===== config.mk =====
export PLATFORM = sky130hd
export DESIGN_NAME = ttb_ctrl
export DESIGN_NICKNAME = d
export VERILOG_FILES = /design/src/rtl/ttb_pkg.sv /design/src/rtl/ttb_ctrl.sv
export SDC_FILE = /design/constraint.sdc
export NUM_CORES = 1
export LEC_CHECK = 0
export CAP_MARGIN = 20
export CORE_AREA = 10 10 51 69
export DETAILED_ROUTE_END_ITERATION = 6
export DIE_AREA = 0 0 61 79
export DONT_BUFFER_PORTS = 1
export SYNTH_ARGS = -nofsm -noshare
export SYNTH_HDL_FRONTEND = slang
export SYNTH_SLANG_ARGS = --single-unit

===== constraint.sdc =====
create_clock -name clk -period 2.82 [get_ports clk]
set_input_delay 0.423 -clock clk [delete_from_list [all_inputs] [get_ports clk]]
set_output_delay 0.423 -clock clk [all_outputs]
set_load 0.05 [all_outputs]

===== src/rtl/ttb_pkg.sv =====
// Shared constants and control types for the triangle tangent and bitangent block.
`default_nettype none
package ttb_pkg;

  localparam int COORD_WIDTH = 32;
  localparam int FRAC_BITS   = 16;
  localparam int DIFF_W      = COORD_WIDTH + 1;
  localparam int PROD_W      = 2 * DIFF_W;
  localparam int ACC_W       = PROD_W + 1;
  localparam int CNT_W       = $clog2(COORD_WIDTH);
  localparam int SEL_W       = 3;

  // Operand selection: six vector components and the UV determinant, which is computed first.
  localparam logic [SEL_W-1:0] SEL_FIRST = SEL_W'(0);
  localparam logic [SEL_W-1:0] SEL_LAST  = SEL_W'(5);
  localparam logic [SEL_W-1:0] SEL_DET   = SEL_W'(6);

  typedef struct packed {
    logic             store_vertex;
    logic             slot;
    logic             load_diffs;
    logic [SEL_W-1:0] sel;
    logic             mul;
    logic             second;
    logic             acc_load;
    logic             acc_sub;
    logic             det_store;
    logic             div_setup;
    logic             div_step;
    logic             div_finish;
    logic             out_load;
  } ttb_cmd_t;

  typedef struct packed {
    logic acc_zero;
    logic out_free;
  } ttb_status_t;

endpackage
`default_nettype wire


===== src/rtl/ttb_ctrl.sv =====
// Sequencer that steps the shared multiplier and divider through one triangle.
`default_nettype none
module ttb_ctrl (
  input  wire logic                 clk,
  input  wire logic                 rst,
  input  wire logic                 in_valid,
  output logic                      in_ready,
  input  wire ttb_pkg::ttb_status_t status,
  output ttb_pkg::ttb_cmd_t         cmd
);

  typedef enum logic [3:0] {
    S_IDLE, S_MUL1, S_MUL2, S_ACC, S_DET, S_DIVSET, S_DIV, S_FIN, S_OUT
  } state_t;

  state_t                          state;
  logic [1:0]                      phase;
  logic [ttb_pkg::SEL_W-1:0]       sel;
  logic [ttb_pkg::CNT_W-1:0]       cnt;
  logic                            accept;

  assign in_ready = (state == S_IDLE);
  assign accept   = in_valid && in_ready;

  always_comb begin
    cmd              = '0;
    cmd.sel          = sel;
    cmd.slot         = phase[0];
    cmd.store_vertex = accept && (phase != 2'd2);
    cmd.load_diffs   = accept && (phase == 2'd2);
    case (state)
      S_MUL1: begin
        cmd.mul = 1'b1;
      end
      S_MUL2: begin
        cmd.mul      = 1'b1;
        cmd.second   = 1'b1;
        cmd.acc_load = 1'b1;
      end
      S_ACC:    cmd.acc_sub    = 1'b1;
      S_DET:    cmd.det_store  = 1'b1;
      S_DIVSET: cmd.div_setup  = 1'b1;
      S_DIV:    cmd.div_step   = 1'b1;
      S_FIN:    cmd.div_finish = 1'b1;
      S_OUT:    cmd.out_load   = status.out_free;
      default: ;
    endcase
  end

  always_ff @(posedge clk) begin
    if (rst) begin
      state <= S_IDLE;
      phase <= 2'd0;
      sel   <= ttb_pkg::SEL_DET;
      cnt   <= '0;
    end else begin
      case (state)
        S_IDLE: begin
          if (accept) begin
            if (phase == 2'd2) begin
              phase <= 2'd0;
              sel   <= ttb_pkg::SEL_DET;
              state <= S_MUL1;
            end else begin
              phase <= phase + 2'd1;
            end
          end
        end
        S_MUL1: state <= S_MUL2;
        S_MUL2: state <= S_ACC;
        S_ACC:  state <= (sel == ttb_pkg::SEL_DET) ? S_DET : S_DIVSET;
        S_DET: begin
          if (status.acc_zero) begin
            state <= S_OUT;
          end else begin
            sel   <= ttb_pkg::SEL_FIRST;
            state <= S_MUL1;
          end
        end
        S_DIVSET: begin
          cnt   <= '0;
          state <= S_DIV;
        end
        S_DIV: begin
          cnt <= cnt + 1'b1;
          if (cnt == ttb_pkg::CNT_W'(ttb_pkg::COORD_WIDTH - 1)) begin
            state <= S_FIN;
          end
        end
        S_FIN: begin
          if (sel == ttb_pkg::SEL_LAST) begin
            state <= S_OUT;
          end else begin
            sel   <= sel + 1'b1;
            state <= S_MUL1;
          end
        end
        S_OUT: begin
          if (status.out_free) begin
            state <= S_IDLE;
          end
        end
        default: state <= S_IDLE;
      endcase
    end
  end

endmodule
`default_nettype wire


==> metrics <==
GRT Total Usage=8.84%; CP required=about 2400 ps; CTS Buf Count=3; worst reg2reg endpoint=sel[2]; # hold bufs at CTS=0; Mapped Nets=113; drt drc=0; ant diodes=0; R2R setup slack=740 ps; Post-Layout Cell Count=131; die width=just over 60 um; grt total ovfl=0; Die Area=4820 sq um; RSZ-0062 raised after global routing=false; H-tree depth=1; r2r startpoint=state[0]; global placement routability congestion=0.783; CP Class=register to primary output; max-cap violation count=0; fin crit share=78.2%; startpoint types=register; initial cell density of the core=38.0%; hold path cells=1; Core ar.=between 2000 and 2500 sq um; placed cells=~130; Worst-Margin Slew=625 ps; drt first pass iters=3; setup bufs post-CTS=0; root buf cell=clkbuf_4; vias in the first global route=741; hpwl dp=between 1.5 and 2 mm; clk buf depth=2; maximum vdd ir drop=0.431 mV; Async S/R FF share, synth=0%; DRT iter0 DRCs=19; PnR Total Power=0.915 mW; Reg2Reg Depth=5; status=finished, final reports clean; largest net degree at the start of global routing=17; FF+latch count, synth=14; min Tclk post-route=between 2000 and 2500 ps; layout cells sized above 1=17.6%; Critical Path Fanout Max=16; die height=79 um; # port buffers=0; post-cts sizing count=0; routed wire length=2.04 mm; CP Depth=2; Rows=21; first-pass GRT wire length=around 3.3 mm; sequential area share after synthesis=31.9%; Slew HR=58.2%; start point of the worst hold path=rst; Unique masters post-synth=42; skew final=7.69 ps; yosys synthesis warning count=0; Highest Clock Rate=453 MHz; Mean Syn Cell Area=8.53 sq um; crit-path max cell delay=550 ps; most used flip-flop cell after synthesis=dfxtp_1; fin nets=119; CP Buf/Inv Count=0; Final ANT Viol Nets=0; Critical Path AT=1780 ps; post-synthesis cell area=878 sq um; antenna violations before repair=0; Final Slew Violations=0; Top Family by Delay on Critical Path=simple AND/OR/NAND/NOR gates; Static Leak=0.424 nW; synthesized instance count=between 100 and 150; Worst Hold End=phase[0]; Final setup viols=0; crit path cell chain=nor4_4, and3_1; WL/cell=15.6 um; clk sink count=14; critical path endpoint category=primary output; critical path's slowest cell=and3_1; Via Count=768; IO Pins=21; Setup TNS=0 ps; Post-synth EDFFs=0; Final Hold Vio Count=0; CTS tree=yes; Pwr Density=922 nW/um^2; routed vias/inst=roughly 5.9; Reg clk slew, reported paths=90 ps; Worst-Skew Late Latency=290 ps; path category of the worst min-delay check=input pin to register; Area Overhead vs Synth=13.1%
==> worst reg2reg max path: stages, from the launching register on <==
cell and delay (ps):
dfxtp_1 710, nor4b_2 100, buf_4 220, a22oi_1 450
a31oi_1 150, a311o_1 340
==> cell usage in the layout, fill, tap and decap left out, types with 2 or more instances in the layout <==
cell type  instances
o21bai_1           2
a22oi_1            3
nand3b_1           3
and4b_1            2
clkbuf_4           3
o21ai_0            2
buf_4              8
a31oi_1            2
ha_1               5
a21oi_1            9
inv_1              4
dfxtp_1           14
nor2_1             8
nand2_1            8
xnor2_1            2
nand2b_1           2
nand4bb_1          2
and3_1             3
nor3_1             2
==> worst max-delay path by stage <==
stage / start / slack (ps) / to
6_report: state[1] / 610 / cmd[12]
3_5_place_dp: state[3] / 740 / sel[2]
4_1_cts: state[1] / 600 / cmd[12]
2_1_floorplan: state[0] / 160 / cmd[5]
5_1_grt: state[0] / 490 / cmd[8]
3_3_place_gp: state[3] / 860 / sel[2]
==> kinds of logic after synthesis <==
logic type | share of synthesized area (%)
simple gates | 32.1
buf+inv | 6.27
fa+ha+maj | 7.12
xor+xnor | 1.99
compound gates | 20.7
flops | 31.9
==> Yosys cell counts, types with 2 or more instances <==
master / n / area [sq um]
dfxtp_1: 14 / 280
a21oi_1: 9 / 45.0
nand2_1: 8 / 30.0
nor2_1: 8 / 30.0
ha_1: 5 / 62.6
inv_1: 4 / 15.0
a22oi_1: 3 / 22.5
and3_1: 3 / 18.8
clkbuf_1: 3 / 11.3
nand3b_1: 3 / 22.5
nor3_1: 3 / 15.0
a31oi_1: 2 / 12.5
and4b_1: 2 / 20.0
buf_2: 2 / 10.0
buf_4: 2 / 15.0
nand2b_1: 2 / 12.5
nand4bb_1: 2 / 22.5
o21ai_0: 2 / 10.0
o21bai_1: 2 / 15.0
xnor2_1: 2 / 17.5
==> layer usage <==
metal  up-vias  wire length, um  part of all wire (%)  global-route usage, %
met2        13             1020                    50                   14.6
met1       363              829                    41                   9.44
li1        387                -                     -                      -
met3         5              153                   7.5                   3.03
met4         0               43                   2.1                   4.63
met5         -                0                     0                      0
==> sequential cells by signal (all words and copies together) (netlist names) <==
register,cells
sel,3
state,4
phase,2
cnt,5
==> metrics by stage <==
| step | hold WS, ps | area [sq um] | setup slack [ps] | utilization (%) |
|---|---|---|---|---|
| floorplan | 461 | 885 | 164 | - |
| global placement | 479 | 957 | 862 | 41.4 |
| detailed placement | 483 | 957 | 743 | 41.4 |
| CTS | 184 | 993 | 602 | 43.0 |
| global route | 165 | 993 | 489 | 43.0 |
| finish | 189 | 993 | 614 | 43.0 |
==> where the power goes <==
part	switching, mW	total (mW)	leakage (nW)	internal (mW)
combinational	0.272	0.426	0.290	0.155
clock	0.0699	0.149	0.0210	0.0787
sequential	0.114	0.341	0.114	0.227
==> area by class of cell <==
type	count	area (sq um)
fillers	250	1320
multi-input cells	77	569
clock buffers	4	36.3
inverters	5	18.8
flip-flops and latches	14	280
well taps	23	28.8
repair buffers	8	60.1
No activity file was read; power rests on OpenSTA's default activity.
